**src/sv/banded_dtw_accumulated_cost_defines.svh**
```systemverilog
// Assertion macros shared by the banded DTW accumulated-cost block.
`ifndef BANDED_DTW_ACCUMULATED_COST_DEFINES_SVH
`define BANDED_DTW_ACCUMULATED_COST_DEFINES_SVH

// Same-cycle implication, sampled on clk_i, quiet while rst_ni is low.
`define BDAC_ASSERT_NOW(label, ante, cons, msg) \
  label: assert property (@(posedge clk_i) disable iff (!rst_ni) (ante) |-> (cons)) \
    else $error(msg);

// Next-cycle implication, sampled on clk_i, quiet while rst_ni is low.
`define BDAC_ASSERT_NEXT(label, ante, cons, msg) \
  label: assert property (@(posedge clk_i) disable iff (!rst_ni) (ante) |=> (cons)) \
    else $error(msg);

`endif

```
**src/sv/bdac_pkg.sv**
```systemverilog
// Types and constants for the banded DTW accumulated-cost block.
package bdac_pkg;

  localparam int COST_WIDTH     = 16;
  localparam int ACC_WIDTH      = 32;
  localparam int START_WIDTH    = 20;
  localparam int CFG_WIDTH      = 9;
  localparam int COL_OUT_WIDTH  = 8;
  localparam int BAND_RESET     = 64;

  localparam logic [ACC_WIDTH-1:0] ACC_INF = {ACC_WIDTH{1'b1}};

  typedef struct packed {
    logic [COST_WIDTH-1:0]  cell_cost;
    logic [START_WIDTH-1:0] band_start;
    logic                   matrix_start;
  } in_item_t;

  typedef struct packed {
    logic [ACC_WIDTH-1:0]     acc_cost;
    logic [COL_OUT_WIDTH-1:0] band_column;
    logic                     row_last;
  } out_item_t;

  // Control carried from the address stage to the accumulate stage.
  typedef struct packed {
    logic [COST_WIDTH-1:0] cost;
    logic                  first_row;
    logic                  col_zero;
    logic                  row_last;
    logic                  up_ok;
    logic                  dg_ok;
    logic                  fwd_up;
    logic                  fwd_dg;
    logic                  bank;
  } cell_ctl_t;

endpackage

```
**src/sv/bdac_acc.sv**
```systemverilog
// Accumulate stage: three-way minimum, saturating add, write-back and output register.
module bdac_acc #(
  parameter int MAX_BAND = 256
) (
  input  logic                              clk_i,
  input  logic                              rst_ni,
  input  logic                              s1_valid_i,
  input  bdac_pkg::cell_ctl_t               s1_ctl_i,
  input  logic [$clog2(MAX_BAND)-1:0]       s1_col_i,
  input  logic [bdac_pkg::ACC_WIDTH-1:0]    rd_up_i,
  input  logic [bdac_pkg::ACC_WIDTH-1:0]    rd_dg_i,
  output logic                              s1_adv_o,
  output logic                              wr_en_o,
  output logic [$clog2(MAX_BAND):0]         wr_addr_o,
  output logic [bdac_pkg::ACC_WIDTH-1:0]    wr_data_o,
  input  logic                              out_stall_i,
  output logic                              out_valid_o,
  output bdac_pkg::out_item_t               out_data_o
);

  localparam int AW = bdac_pkg::ACC_WIDTH;

  logic [AW-1:0]       left_q;
  logic                out_valid_q;
  bdac_pkg::out_item_t out_data_q;

  logic                fire;
  logic [AW-1:0]       cost_ext, up, dg, left, m1, m2, addend, acc;
  logic [AW:0]         sum;

  assign s1_adv_o = !out_valid_q || !out_stall_i;
  assign fire     = s1_valid_i && s1_adv_o;

  always_comb begin
    cost_ext = AW'(s1_ctl_i.cost);
    up       = !s1_ctl_i.up_ok ? bdac_pkg::ACC_INF : (s1_ctl_i.fwd_up ? left_q : rd_up_i);
    dg       = !s1_ctl_i.dg_ok ? bdac_pkg::ACC_INF : (s1_ctl_i.fwd_dg ? left_q : rd_dg_i);
    left     = s1_ctl_i.col_zero ? bdac_pkg::ACC_INF : left_q;
    m1       = (left < up) ? left : up;
    m2       = (dg < m1) ? dg : m1;
    if (s1_ctl_i.first_row) begin
      addend = s1_ctl_i.col_zero ? '0 : left_q;
    end else begin
      addend = m2;
    end
    sum = {1'b0, addend} + {1'b0, cost_ext};
    acc = sum[AW] ? bdac_pkg::ACC_INF : sum[AW-1:0];
  end

  always_ff @(posedge clk_i or negedge rst_ni) begin
    if (!rst_ni) begin
      left_q      <= '0;
      out_valid_q <= 1'b0;
    end else begin
      if (fire) begin
        left_q <= acc;
      end
      if (s1_adv_o) begin
        out_valid_q <= s1_valid_i;
      end
    end
  end

  always_ff @(posedge clk_i) begin
    if (fire) begin
      out_data_q.acc_cost    <= acc;
      out_data_q.band_column <= bdac_pkg::COL_OUT_WIDTH'(s1_col_i);
      out_data_q.row_last    <= s1_ctl_i.row_last;
    end
  end

  assign wr_en_o     = fire;
  assign wr_addr_o   = {s1_ctl_i.bank, s1_col_i};
  assign wr_data_o   = acc;
  assign out_valid_o = out_valid_q;
  assign out_data_o  = out_data_q;

endmodule
```
**config.mk**
```make
export PLATFORM = sky130hd
export DESIGN_NAME = bdac_acc
export DESIGN_NICKNAME = d
export VERILOG_FILES = /design/src/sv/banded_dtw_accumulated_cost_defines.svh /design/src/sv/bdac_pkg.sv /design/src/sv/bdac_acc.sv
export SDC_FILE = /design/constraint.sdc
export NUM_CORES = 1
export LEC_CHECK = 0
export BUFFER_PORTS_ARGS = -buffer_cell sky130_fd_sc_hd__buf_2
export CELL_PAD_IN_SITES_DETAIL_PLACEMENT = 0
export CELL_PAD_IN_SITES_GLOBAL_PLACEMENT = 1
export CORE_MARGIN = 8
export CORE_UTILIZATION = 37
export CTS_CLUSTER_DIAMETER = 120
export CTS_CLUSTER_SIZE = 10
export DETAILED_ROUTE_END_ITERATION = 8
export MAX_ROUTING_LAYER = met4
export PLACE_DENSITY = 0.89
export REMOVE_ABC_BUFFERS = 1
export SYNTH_ARGS = -nofsm -noshare
export SYNTH_HDL_FRONTEND = slang
export SYNTH_SLANG_ARGS = --single-unit
```
**constraint.sdc**
```tcl
create_clock -name clk_i -period 10.2 [get_ports clk_i]
set_input_delay 0.51 -clock clk_i [delete_from_list [all_inputs] [get_ports clk_i]]
set_output_delay 0.51 -clock clk_i [all_outputs]
set_load 0.01 [all_outputs]
```
==> impl_metrics.json <==
{
  "status": "complete, no violations",
  "async_reset_ff_share_pct": 44.6,
  "use_met2_pct": 32.7,
  "htreeDepth": 3,
  "worst_setup_path_start_kind": "input port",
  "dp.cells": 1353,
  "totalWireLength_microns": 26400,
  "whs_ns": 0.303,
  "worst-path-max-fanout": 27,
  "synth-seq-cells": 74,
  "num-fill-cells": 2134,
  "clock_latency_ns": 0.36,
  "antenna_found_initial": 0,
  "relSlewSlack_pct": 36.5,
  "cts_hold_buf": 0,
  "place_ws_ns": 0.454,
  "core_area_sq_um": 20800,
  "crit_slowest_cell": "or4_4",
  "use_met3_pct": 3.81,
  "clk_pin_slew_ns": 0.06,
  "startpoint": "s1_ctl_i[4]",
  "cts_max_path_buffers": 2,
  "crit_path_max_incr_delay_ns": 0.57,
  "finalCriticalPeriod_ns": 9.44,
  "grt_overflow_total": 0,
  "grt_max_degree": 59,
  "setup_viol": 0,
  "p_per_area_nw_per_um2": 312,
  "finClkSkew_ns": 0.00869,
  "swShare_pct": 48.1,
  "fin_cells": 1371,
  "grt_pass1_vias": 7718,
  "tightest_slew_ns": 0.952,
  "nNetsFinal": 1270,
  "period_share_pct": 92.5,
  "cts_made_buffers": 9,
  "grt_pass1_wl_microns": 41700,
  "syn-instance-count": 945,
  "power_leakage_nw": 4.08,
  "drive_above_1_share_pct": 26.2,
  "die_w_microns": 160,
  "cts.sinks": 74,
  "vias": 7734,
  "setup_ws_ns": 0.761,
  "routed_via_density": 5.64,
  "syn_area_sq_um": 7720,
  "final_core_util_pct": 44.2,
  "clockPowerShare_pct": 13.4,
  "max_freq_mhz": 106,
  "r2r_start": "left_q[27]",
  "rr_worst_depth": 33,
  "synthToLayoutAreaGrowth_pct": 18.8,
  "p_comb_share_pct": 66.4,
  "drt_iter0_drc": 592,
  "pin_count": 185,
  "drc": 0,
  "yosysWarnings": 0,
  "synth_edf_count": 41,
  "switching_power_w": 0.00138,
  "yosys.cell_count.top_type": "nand2_1",
  "placementRows": 53,
  "synth.distinct_cells": 76,
  "rsz0062_at_grt": "false",
  "gp_congestion": 1.01,
  "cp-end-kind": "output port",
  "grt.busiest_layer": "met2",
  "postRouteAntennaNets": 0,
  "yosys.area.top_type_share_pct": 15.9,
  "vdd_drop_max_uv": 163,
  "synth-seq-area-share_pct": 26.6,
  "wl_per_cell_microns": 19.2,
  "p_int_w": 0.00148,
  "port_buffers": 182,
  "crit_top_cell": "o21ai_0",
  "drv_slew": 0,
  "seqPwrFrac_pct": 20.2,
  "critPathRequiredTime_ns": 9.69,
  "yosysTopAreaCell": "edfxtp_1",
  "met1_usage_pct": 26.2,
  "drtPass1Iterations": 5,
  "finalHoldViolations": 0,
  "worstPathArrival_ns": 8.93,
  "path_class": "in -> out",
  "ys.flop_type": "edfxtp_1",
  "cts_root_buf": "clkbuf_16",
  "dieHeight_microns": 160,
  "hold_path.class": "in -> async",
  "synth_common_cells": "nand2_1, ha_1, nor2_1",
  "num_antenna_cells": 0,
  "dieArea_sq_um": 25800,
  "synth_area_leaders": "edfxtp_1, ha_1, dfrtp_1",
  "dpl.hpwl_microns": 20000,
  "maxCapViolations": 0,
  "grt_usage_pct": 20.7,
  "cts_tree": "built",
  "start_util_pct": 37.2,
  "synth.avg_cell_area_sq_um": 8.17
}
==> kinds of logic (layout without fill, tap and decap cells) <==
| family | after synthesis | count (layout) | share of synthesized area (%) |
|---|---|---|---|
| AOI/OAI and AO/OA | 269 | 269 | 22.9 |
| muxes | 60 | 60 | 8.10 |
| and+or+nand+nor | 357 | 357 | 22.3 |
| adders and majority gates | 79 | 79 | 12.9 |
| DFF | 74 | 74 | 26.6 |
| buffers and inverters | 90 | 241 | 5.35 |
| xor gates and xnor gates | 16 | 16 | 1.81 |
==> layout by cell type, fill, tap and decap left out, types with 9 or more instances in the layout <==
cell type,n
nand4_1,12
o21ai_0,68
clkbuf_16,9
or2_2,32
a31oi_1,23
mux2i_1,43
a211oi_1,37
buf_2,182
mux2_2,15
nand2_1,125
ha_1,78
dfrtp_1,33
nor2_1,74
nor2b_1,31
a21oi_1,65
inv_1,22
xnor2_1,10
edfxtp_1,41
nand3_1,30
buf_4,17
nor3_1,16
==> power by group through the flow <==
stage	combinational [W]	clock (W)	sequential [W]
3_5_place_dp	0.00187	0	0.000584
6_report	0.00190	0.000384	0.000577
2_1_floorplan	0.00126	0	0.000577
3_3_place_gp	0.00187	0	0.000580
5_1_grt	0.00211	0.000404	0.000594
4_1_cts	0.00188	0.000392	0.000578
==> final timing paths <==
| check | end | slack, ns |
|---|---|---|
| hold reg to reg | out_valid_o | 0.54 |
| setup / recovery | wr_data_o[30] | 0.76 |
| max in group asynchronous | left_q[12] | 9.31 |
| setup reg to reg | left_q[27] | 1.44 |
| min in group clk_i | out_data_o[2] | 0.34 |
| hold / removal | left_q[19] | 0.30 |
==> registers in the layout (all words and copies together) (netlist names) <==
register,cells
left_q,32
out_valid_o,1
out_data_o,41
==> routing by layer <==
metal | vias to the layer above | routed length, microns
met4 | 0 | 734
met1 | 3623 | 11900
met2 | 294 | 12100
met3 | 53 | 1640
li1 | 3764 | -
met5 | - | 0
==> what timing repair did <==
| item | in CTS | in global routing |
|---|---|---|
| endpoints found under the setup margin | 0 | 32 |
| buffers inserted | 0 | 2 |
| resized for setup | 0 | 3 |
==> worst max-delay path: cells and delay by family <==
family / cells / cell delay [ns]
AND/OR/NAND/NOR: 14 / 3.36
buffers and inverters: 6 / 1.14
AO/OA/AOI/OAI: 11 / 2.36
adder cells (fa/ha/maj): 3 / 1.10
multiplexers: 1 / 0.40
==> cell type report <==
cell class / instances / area (sq um) / share of cell area, %
Clock buffer: 10 / 229 / 2.49
Timing Repair Buffer: 201 / 1070 / 11.7
Inverter: 24 / 91.3 / 0.995
Multi-Input combinational cell: 781 / 5270 / 57.4
Clock inverter: 6 / 115 / 1.25
Sequential cell: 74 / 2060 / 22.4
Tap cell: 275 / 344 / 3.75
==> metrics by stage <==
| stage | total power [W] | cell area [sq um] | setup TNS [ns] |
|---|---|---|---|
| CTS | 0.00285 | 9150 | 0 |
| global placement | 0.00245 | 8810 | 0 |
| detailed placement | 0.00246 | 8810 | 0 |
| global route | 0.00311 | 9180 | 0 |
| finish | 0.00286 | 9180 | 0 |
| floorplan | 0.00184 | 7400 | -7.83 |
(Power assumes the default switching activity.)
