File: config.mk
export PLATFORM = sky130hd
export DESIGN_NAME = bdac_addr
export DESIGN_NICKNAME = d
export VERILOG_FILES = /design/src/sv/banded_dtw_accumulated_cost_defines.svh /design/src/sv/bdac_pkg.sv /design/src/sv/bdac_addr.sv
export SDC_FILE = /design/constraint.sdc
export NUM_CORES = 1
export LEC_CHECK = 0
export BUFFER_PORTS_ARGS = -buffer_cell sky130_fd_sc_hd__clkbuf_2
export CORE_UTILIZATION = 45
export CTS_BUF_LIST = sky130_fd_sc_hd__clkbuf_8
export DETAILED_ROUTE_END_ITERATION = 12
export PLACE_DENSITY = 0.67
export SYNTH_ARGS = -nofsm -noshare
export SYNTH_HDL_FRONTEND = slang
export SYNTH_SLANG_ARGS = --single-unit
File: constraint.sdc
create_clock -name clk_i -period 14.2 [get_ports clk_i]
set_input_delay 2.13 -clock clk_i [delete_from_list [all_inputs] [get_ports clk_i]]
set_output_delay 2.13 -clock clk_i [all_outputs]
set_load 0.005 [all_outputs]
File: src/sv/banded_dtw_accumulated_cost_defines.svh
// Assertion macros shared by the banded DTW accumulated-cost block.
`ifndef BANDED_DTW_ACCUMULATED_COST_DEFINES_SVH
`define BANDED_DTW_ACCUMULATED_COST_DEFINES_SVH

// Same-cycle implication, sampled on clk_i, quiet while rst_ni is low.
`define BDAC_ASSERT_NOW(label, ante, cons, msg) \
  label: assert property (@(posedge clk_i) disable iff (!rst_ni) (ante) |-> (cons)) \
    else $error(msg);

// Next-cycle implication, sampled on clk_i, quiet while rst_ni is low.
`define BDAC_ASSERT_NEXT(label, ante, cons, msg) \
  label: assert property (@(posedge clk_i) disable iff (!rst_ni) (ante) |=> (cons)) \
    else $error(msg);

`endif

File: src/sv/bdac_pkg.sv
// Types and constants for the banded DTW accumulated-cost block.
package bdac_pkg;

  localparam int COST_WIDTH     = 16;
  localparam int ACC_WIDTH      = 32;
  localparam int START_WIDTH    = 20;
  localparam int CFG_WIDTH      = 9;
  localparam int COL_OUT_WIDTH  = 8;
  localparam int BAND_RESET     = 64;

  localparam logic [ACC_WIDTH-1:0] ACC_INF = {ACC_WIDTH{1'b1}};

  typedef struct packed {
    logic [COST_WIDTH-1:0]  cell_cost;
    logic [START_WIDTH-1:0] band_start;
    logic                   matrix_start;
  } in_item_t;

  typedef struct packed {
    logic [ACC_WIDTH-1:0]     acc_cost;
    logic [COL_OUT_WIDTH-1:0] band_column;
    logic                     row_last;
  } out_item_t;

  // Control carried from the address stage to the accumulate stage.
  typedef struct packed {
    logic [COST_WIDTH-1:0] cost;
    logic                  first_row;
    logic                  col_zero;
    logic                  row_last;
    logic                  up_ok;
    logic                  dg_ok;
    logic                  fwd_up;
    logic                  fwd_dg;
    logic                  bank;
  } cell_ctl_t;

endpackage

File: src/sv/bdac_addr.sv
// Address stage: row and column tracking, neighbour addresses, band width register.
module bdac_addr #(
  parameter int MAX_BAND = 256
) (
  input  logic                              clk_i,
  input  logic                              rst_ni,
  input  logic                              cfg_valid_i,
  input  logic [bdac_pkg::CFG_WIDTH-1:0]    cfg_data_i,
  input  logic                              in_valid_i,
  input  bdac_pkg::in_item_t                in_data_i,
  output logic                              in_stall_o,
  input  logic                              s1_adv_i,
  output logic                              s1_valid_o,
  output bdac_pkg::cell_ctl_t               s1_ctl_o,
  output logic [$clog2(MAX_BAND)-1:0]       s1_col_o,
  output logic                              rd_en_o,
  output logic [$clog2(MAX_BAND):0]         rd_up_addr_o,
  output logic [$clog2(MAX_BAND):0]         rd_dg_addr_o
);

  localparam int IW     = $clog2(MAX_BAND);
  localparam int WW     = $clog2(MAX_BAND + 1);
  localparam int CW     = (WW > bdac_pkg::CFG_WIDTH) ? WW : bdac_pkg::CFG_WIDTH;
  localparam int SW     = bdac_pkg::START_WIDTH + 1;
  localparam int WRESET = (bdac_pkg::BAND_RESET > MAX_BAND) ? MAX_BAND : bdac_pkg::BAND_RESET;

  logic [WW-1:0]                     band_w_q;
  logic [IW-1:0]                     col_q, col_d;
  logic [bdac_pkg::START_WIDTH-1:0]  rbs_q, pbs_q;
  logic                              first_q, first_d;
  logic                              bank_q;
  logic                              s1_valid_q;
  bdac_pkg::cell_ctl_t               s1_ctl_q, ctl_d;
  logic [IW-1:0]                     s1_col_q;

  logic [CW-1:0]                     cfg_ext, cfg_clamped;
  logic                              accept;
  logic [IW-1:0]                     col;
  logic                              row_begin;
  logic [bdac_pkg::START_WIDTH-1:0]  rbs_cur, pbs_cur, offset;
  logic                              rising;
  logic [SW-1:0]                     p, pm1, w_ext, col_next;
  logic                              last;
  logic [IW:0]                       up_addr, dg_addr;

  // Clamp the written width into 1..MAX_BAND.
  always_comb begin
    cfg_ext = CW'(cfg_data_i);
    if (cfg_ext == '0) begin
      cfg_clamped = CW'(1);
    end else if (cfg_ext > CW'(MAX_BAND)) begin
      cfg_clamped = CW'(MAX_BAND);
    end else begin
      cfg_clamped = cfg_ext;
    end
  end

  assign in_stall_o = s1_valid_q && !s1_adv_i;
  assign accept     = in_valid_i && !in_stall_o;

  always_comb begin
    col       = in_data_i.matrix_start ? '0 : col_q;
    row_begin = (col == '0);
    rbs_cur   = row_begin ? in_data_i.band_start : rbs_q;
    pbs_cur   = row_begin ? rbs_q : pbs_q;
    first_d   = in_data_i.matrix_start | first_q;
    rising    = (rbs_cur >= pbs_cur);
    offset    = rbs_cur - pbs_cur;
    p         = {1'b0, offset} + SW'(col);
    pm1       = p - SW'(1);
    w_ext     = SW'(band_w_q);
    col_next  = SW'(col) + SW'(1);
    last      = (col_next >= w_ext);
    col_d     = last ? '0 : IW'(col_next);
    up_addr   = {~bank_q, p[IW-1:0]};
    dg_addr   = {~bank_q, pm1[IW-1:0]};

    ctl_d.cost      = in_data_i.cell_cost;
    ctl_d.first_row = first_d;
    ctl_d.col_zero  = row_begin;
    ctl_d.row_last  = last;
    ctl_d.up_ok     = !first_d && rising && (p < w_ext);
    ctl_d.dg_ok     = !first_d && rising && (p != '0) && (p <= w_ext);
    // The cell now in the accumulate stage writes at this very edge: take its value.
    ctl_d.fwd_up    = s1_valid_q && (up_addr == {s1_ctl_q.bank, s1_col_q});
    ctl_d.fwd_dg    = s1_valid_q && (dg_addr == {s1_ctl_q.bank, s1_col_q});
    ctl_d.bank      = bank_q;
  end

  always_ff @(posedge clk_i or negedge rst_ni) begin
    if (!rst_ni) begin
      band_w_q   <= WW'(WRESET);
      col_q      <= '0;
      rbs_q      <= '0;
      pbs_q      <= '0;
      first_q    <= 1'b1;
      bank_q     <= 1'b0;
      s1_valid_q <= 1'b0;
    end else begin
      if (cfg_valid_i) begin
        band_w_q <= WW'(cfg_clamped);
      end
      if (accept) begin
        col_q   <= col_d;
        first_q <= last ? 1'b0 : first_d;
        bank_q  <= bank_q ^ last;
        if (row_begin) begin
          rbs_q <= in_data_i.band_start;
          pbs_q <= rbs_q;
        end
      end
      if (accept) begin
        s1_valid_q <= 1'b1;
      end else if (s1_adv_i) begin
        s1_valid_q <= 1'b0;
      end
    end
  end

  always_ff @(posedge clk_i) begin
    if (accept) begin
      s1_ctl_q <= ctl_d;
      s1_col_q <= col;
    end
  end

  assign s1_valid_o   = s1_valid_q;
  assign s1_ctl_o     = s1_ctl_q;
  assign s1_col_o     = s1_col_q;
  assign rd_en_o      = accept;
  assign rd_up_addr_o = up_addr;
  assign rd_dg_addr_o = dg_addr;

endmodule

==> impl_metrics.csv, run 1 <==
group,metric,value,unit
min_path,min_to,"pbs_q[12]",
worst_setup_path,worstPathArrival,7.51,ns
clock_tree,cts_buffers,9,
synthesis,synth-edff-count,32,
global_route,grt_overflow,0,
min_path,min_path_cells,1,
sta,maxSlewViolCount,0,
synthesis,synthFlopType,"dfrtp_1",
cells_and_area,area_growth,13.4,%
route,wl_per_cell,15.3,um
floorplanning,rows,43,
worst_setup_path,r2r_cells,22,
sta,fin_crit_sh,67.9,%
clock_tree,cts-root-buf,"clkbuf_8",
synthesis,ys_warn_count,0,
sta,skew,0.0134,ns
sta,hold_slack,0.510,ns
global_route,grt_max_degree,61,
route,drc,0,
status,outcome,"finished clean",
run,maxCapViolCount,0,
power_and_ir_drop,irDropWorstVdd,112,uV
synthesis,synth_nets,715,
placed_design,place_area,0.00703,sq mm
clock_tree,cts_tree,"yes",
cells_and_area,utilization,52.1,%
synthesis,synth_area_per_cell,10.4,sq um
min_path,worstHoldStart,"pbs_q[12]",
route,drt_iter0_drc,298,
clock_tree,cts_hold_buf,0,
clock_tree,path_clk_slew,0.08,ns
floorplanning,initial_core_util,46.0,%
route,wirelength,13.6,mm
cells_and_area,finalNetCount,807,
synthesis,synth.area.top_cells,"dfrtp_1, edfxtp_1, mux2_2, ha_1, mux2i_1",
cells_and_area,drive_above_1_share,28.1,%
sta,tightest_slew,0.824,ns
clock_tree,insertion_delay,0.38,ns
clock_tree,clock-sinks,92,
placed_design,portBuffers,103,
synthesis,ys_types,61,
clock_tree,post_cts_resized,0,
synthesis,async_reset_ff_share,65.2,%
worst_setup_path,cp_max_fo,42,
route,dr.pass1.iters,4,
placed_design,dp.cells,872,
placed_design,dpl.hpwl,10.6,mm
synthesis,seq_area_frac_synth,38.6,%
floorplanning,die_y,121,um
global_route,grt.total_usage,19.4,%
worst_setup_path,cp-end-kind,"output port",
worst_setup_path,cp-start-kind,"input port",
cells_and_area,fin_cells,888,
route,vias,4905,
route,via_per_inst,5.52,
global_route,grt_pass1_vias,4776,
clock_tree,cts_setup_buffers,0,
floorplanning,ioPinCount,104,
global_route,antenna_found_initial,0,
sta,hold_viol_final,0,
clock_tree,clockBufferDepth,2,
sta,grt_setup_unrepaired,"false",
synthesis,synth_top_area_cell,"dfrtp_1",
worst_setup_path,r2r_end,"s1_ctl_o[3]",
synthesis,syn_area,0.00638,sq mm
worst_setup_path,crit_type,"in -> out",
worst_setup_path,cp.required,12.07,ns
power_and_ir_drop,power_leakage,3.39,nW
sta,layout_min_cycle_time,9.64,ns
placed_design,place_congestion,0.875,
cells_and_area,n_antenna_cell,0,
worst_setup_path,r2r_start,"col_q[0]",
floorplanning,die_area,0.0147,sq mm
synthesis,ys_ff_latch,92,
route,route.antenna.remaining_nets,0,
cells_and_area,fin_area,0.00724,sq mm
sta,slew-limit-headroom,44.7,%
sta,fmax,0.104,GHz
sta,setup_viol,0,
clock_tree,h-tree-depth,3,
worst_setup_path,ff2ff_setup_slack,7.89,ns
floorplanning,die_w,121,um
synthesis,yosysTopAreaCellShare,22.7,%
min_path,hold_path_class,"reg -> reg",
global_route,grt_pass1_wl,22.5,mm
sta,finalSetupTns,0,ns
power_and_ir_drop,powerDensity,267,mW/mm^2
floorplanning,core-area,0.0139,sq mm
synthesis,syn_inst,611,
-- cell families after synthesis --
| logic type | after synthesis | synth area share [%] |
|---|---|---|
| compound gates | 119 | 12.8 |
| xor+xnor | 44 | 6.04 |
| fa+ha+maj | 53 | 10.6 |
| buf+inv | 56 | 3.74 |
| flops | 92 | 38.6 |
| mux | 87 | 14.8 |
| simple gates | 160 | 13.3 |
-- per-layer routing --
layer  track usage (%)  part of all wire (%)  routed length, um  vias up
met5                 0                     0                  0        -
met4              7.64                   2.5                345        0
met3              4.42                   5.4                737       32
met2              33.1                    47               6440      142
met1              23.6                    45               6090     2342
li1                  -                     -                  -     2389
-- power by group --
group | internal (W) | switching, W | total [W]
clock network | 0.0000841 | 0.0000993 | 0.000183
logic | 0.000597 | 0.000775 | 0.00137
registers | 0.000338 | 0.0000384 | 0.000376
-- area by class of cell --
class | count | area (sq um)
clock buffer | 9 | 124
sequential | 92 | 2460
fill | 1263 | 6640
inverter | 30 | 113
tap | 180 | 225
multi-input combinational | 463 | 3690
timing repair buffer | 107 | 546
clock inverter | 7 | 80.1
-- how the worst max path moves through the flow --
stage	start	slack [ns]	cells after the start	end
finish	in_data_i[0]	4.56	20	rd_dg_addr_o[7]
global route	in_data_i[0]	4.05	20	rd_dg_addr_o[7]
CTS	in_data_i[0]	4.52	20	rd_dg_addr_o[7]
detailed placement	in_data_i[0]	4.53	20	rd_dg_addr_o[7]
global placement	in_data_i[0]	4.68	20	rd_dg_addr_o[7]
floorplan	in_data_i[0]	4.99	19	rd_dg_addr_o[7]
-- cell usage after synthesis (all sizes together) (3+ instances only) --
library cell,count
a21oi,33
nand2,43
and3,7
a211o,3
o21ai,28
or3,3
nand2b,11
mux2i,26
nor2,25
inv,30
nor2b,14
nand3,11
buf,11
o21bai,3
clkbuf,15
nor4,6
mux2,61
nor3,9
ha,51
xor2,22
dfrtp,58
a21o,22
o21a,5
xnor2,22
edfxtp,32
nand3b,12
nand4,8
a211oi,4
nor3b,3
-- sequential cells by signal, summed over array words and instances, names as in the netlist, 8 cells and up, named ones only --
signal and count:
s1_col_o 8, rbs_q 20, col_q 8, s1_ctl_o 24
band_w_q 9, pbs_q 19
-- critical path: stages --
cell	delay (ns)
clkbuf_2	0.20
nand2b_1	0.24
ha_1	0.17
or4b_1	0.45
nor4_2	0.29
buf_4	0.51
mux2_2	0.41
ha_1	0.21
fa_1	0.53
inv_1	0.05
ha_1	0.27
a21o_1	0.15
a21oi_1	0.21
o21bai_1	0.11
a21oi_1	0.22
xnor2_1	0.24
nor4_1	0.46
nor2b_1	0.21
xor2_1	0.24
clkbuf_2	0.16
-- metrics by stage --
stage | power [W] | setup slack (ns)
CTS | 0.00194 | 4.52
detailed placement | 0.00174 | 4.53
global placement | 0.00170 | 4.68
finish | 0.00193 | 4.56
global route | 0.00211 | 4.05
floorplan | 0.00139 | 4.99
-- placed cells by master, fill, tap and decap left out, drive strengths merged, types with 11 or more instances in the layout --
master and count:
a21o 22, a21oi 33, clkbuf 112, dfrtp 58
edfxtp 32, ha 51, inv 34, mux2 61
mux2i 26, nand2 43, nand2b 11, nand3 11
nand3b 12, nor2 25, nor2b 14, o21ai 28
xnor2 22, xor2 22
Power figures use the tool's default switching activity.
==> run 2: changes to the inputs <==
- PLACE_DENSITY: 0.67 -> 0.69
- clock period: 14.2 -> 8.5 ns (I/O delays scaled with it)
==> run 2 against run 1 <==
  * Wire length increased by 1.6%
  * Worst hold slack got worse by 0.0053 ns
  * Via count decreased by 1.1%
==> impl_metrics.csv, run 2 (synthesis results as in run 1) <==
group,metric,value,unit
run,maxCapViolCount,0,
global_route,antenna_found_initial,0,
sta,fmax,0.128,GHz
floorplanning,rows,43,
worst_setup_path,worstSetupStartpoint,"in_data_i[0]",
route,wirelength,13.8,mm
power_and_ir_drop,power_frac_comb,72.1,%
clock_tree,cts_setup_buffers,0,
floorplanning,die_w,121,um
sta,setup_viol,0,
route,dr.pass1.iters,7,
route,routed-wl-met2,6.61,mm
placed_design,place_area,0.00705,sq mm
cells_and_area,finalNetCount,809,
power_and_ir_drop,pwr-share-seq,19.5,%
worst_setup_path,max_stage_delay,0.45,ns
clock_tree,cts-root-buf,"clkbuf_8",
global_route,grt_pass1_wl,22.4,mm
floorplanning,ioPinCount,104,
route,wl_per_cell,15.5,um
sta,finalSetupTns,0,ns
floorplanning,initial_core_util,46.0,%
worst_setup_path,crit_top_cell,"ha_1",
sta,layout_min_cycle_time,7.78,ns
worst_setup_path,crit_buf_inv,3,
worst_setup_path,cp.required,7.22,ns
global_route,grt_max_degree,61,
cells_and_area,final_cell_mix,"clkbuf_2, mux2_2, dfrtp_1",
power_and_ir_drop,powerDensity,446,mW/mm^2
cells_and_area,area_growth,13.2,%
clock_tree,clockBufferDepth,2,
status,outcome,"finished clean",
sta,fin_crit_sh,91.6,%
sta,tightest_slew,0.862,ns
min_path,worstHoldStart,"col_q[6]",
power_and_ir_drop,power_leakage,3.38,nW
route,wl_met3,712,um
sta,grt_setup_unrepaired,"false",
clock_tree,cts_buffers,9,
placed_design,portBuffers,103,
power_and_ir_drop,p_int,0.00169,W
power_and_ir_drop,switching_share,47.7,%
worst_setup_path,cp_max_fo,21,
clock_tree,cts_hold_buf,0,
placed_design,dpl.hpwl,10.8,mm
route,via_per_inst,5.45,
sta,skew,0.0111,ns
route,vias,4851,
route,route.antenna.remaining_nets,0,
clock_tree,h-tree-depth,3,
global_route,grt.total_usage,19.4,%
global_route,grt_pass1_vias,4715,
route,highest_layer,"met4",
worst_setup_path,cp-start-kind,"input port",
route,met1_length,6.16,mm
clock_tree,insertion_delay,0.38,ns
route,drt_iter0_drc,331,
worst_setup_path,crit_path_top_delay_cell,"or4b_1",
cells_and_area,n_antenna_cell,0,
power_and_ir_drop,irDropWorstVdd,249,uV
placed_design,place_congestion,0.934,
worst_setup_path,worstPathArrival,6.51,ns
sta,slew-limit-headroom,42.2,%
cells_and_area,final_common_cell,"clkbuf_2",
sta,hold_viol_final,0,
power_and_ir_drop,p_sw,0.00154,W
cells_and_area,drive_above_1_share,28.2,%
global_route,grt_overflow,0,
worst_setup_path,cp-end-kind,"output port",
worst_setup_path,r2r_start,"col_q[0]",
clock_tree,path_clk_slew,0.09,ns
clock_tree,post_cts_resized,0,
min_path,hold_path_class,"reg -> reg",
worst_setup_path,crit_chain,"clkbuf_2 -> nand2b_1 -> ha_1 -> or4b_1 -> nor4_2 -> buf_4 -> mux2_2 -> ha_1 -> a21o_1 -> a21oi_2 -> nand2_1 -> xor2_1 -> ha_1 -> a21oi_1 -> o21a_1 -> xnor2_1 -> nor4_1 -> nor2b_1 -> xor2_1 -> clkbuf_2",
cells_and_area,largest_reg_flops,24,
route,drc,0,
floorplanning,die_area,0.0147,sq mm
power_and_ir_drop,clkPwrFrac,8.3,%
worst_setup_path,critPathTopFamily,"simple AND/OR/NAND/NOR gates",
sta,maxSlewViolCount,0,
floorplanning,core-area,0.0139,sq mm
cells_and_area,fin_area,0.00723,sq mm
worst_setup_path,crit_type,"in -> out",
clock_tree,clock-sinks,92,
floorplanning,die_y,121,um
clock_tree,cts_tree,"yes",
==> run 2: power groups by stage <==
stage,Sequential [W],Combinational (W),Clock [W]
final,0.000630,0.00233,0.000269
after global routing,0.000645,0.00256,0.000294
after CTS,0.000632,0.00231,0.000282
after detailed placement,0.000642,0.00230,0
after global placement,0.000634,0.00221,0
after floorplan,0.000623,0.00170,0
==> run 2: worst paths after layout <==
kind | cells after the start | to | slack [ns]
min in group asynchronous | 2 | band_w_q[7] | 1.01
worst max register to register | 22 | s1_ctl_o[3] | 2.23
worst max-delay path | 20 | rd_dg_addr_o[7] | 0.72
worst min register to register | 2 | col_q[6] | 0.50
worst min-delay path | 2 | col_q[6] | 0.50
max in group asynchronous | 2 | rbs_q[0] | 6.94
==> run 2: through the flow <==
step           std cells  hold slack, ns  setup WS (ns)  power [W]  util (%)
4_1_cts              890           0.511          0.723    0.00322      52.1
5_1_grt              890           0.526          0.326    0.00350      52.1
3_5_place_dp         874           0.490          0.744    0.00294      50.8
3_3_place_gp         874           0.488          0.945    0.00284      50.8
2_1_floorplan        611           0.456           1.00    0.00233         -
6_report             890           0.504          0.717    0.00322      52.1
==> run 2: area by class of cell <==
cell class | instances | area (sq um)
inverters | 30 | 113
clock inverters | 7 | 52.6
fillers | 1253 | 6660
well taps | 180 | 225
repair buffers | 109 | 561
multi-input cells | 463 | 3690
flip-flops and latches | 92 | 2460
clock buffers | 9 | 124
==> run 2: worst register-to-register path, stage by stage, from the launching register on <==
cell and delay (ns):
dfrtp_1 0.41, nor2b_1 0.21, inv_1 0.11, ha_1 0.16, or4b_1 0.45, nor4_2 0.29
buf_4 0.34, mux2_2 0.39, ha_1 0.38, a21o_1 0.22, a21oi_2 0.18, nand2_1 0.15
xor2_1 0.30, ha_1 0.34, a21o_1 0.20, a211o_1 0.30, a41o_1 0.23, nand4bb_1 0.11
and4b_1 0.24, or3_1 0.37, a21o_1 0.16, a221o_1 0.36, a311oi_2 0.20
==> run 2: layer usage <==
metal | track usage [%] | vias to the layer above
met2 | 32.6 | 133
met4 | 7.48 | 0
li1 | - | 2403
met1 | 23.7 | 2286
met5 | 0 | -
met3 | 5.22 | 29
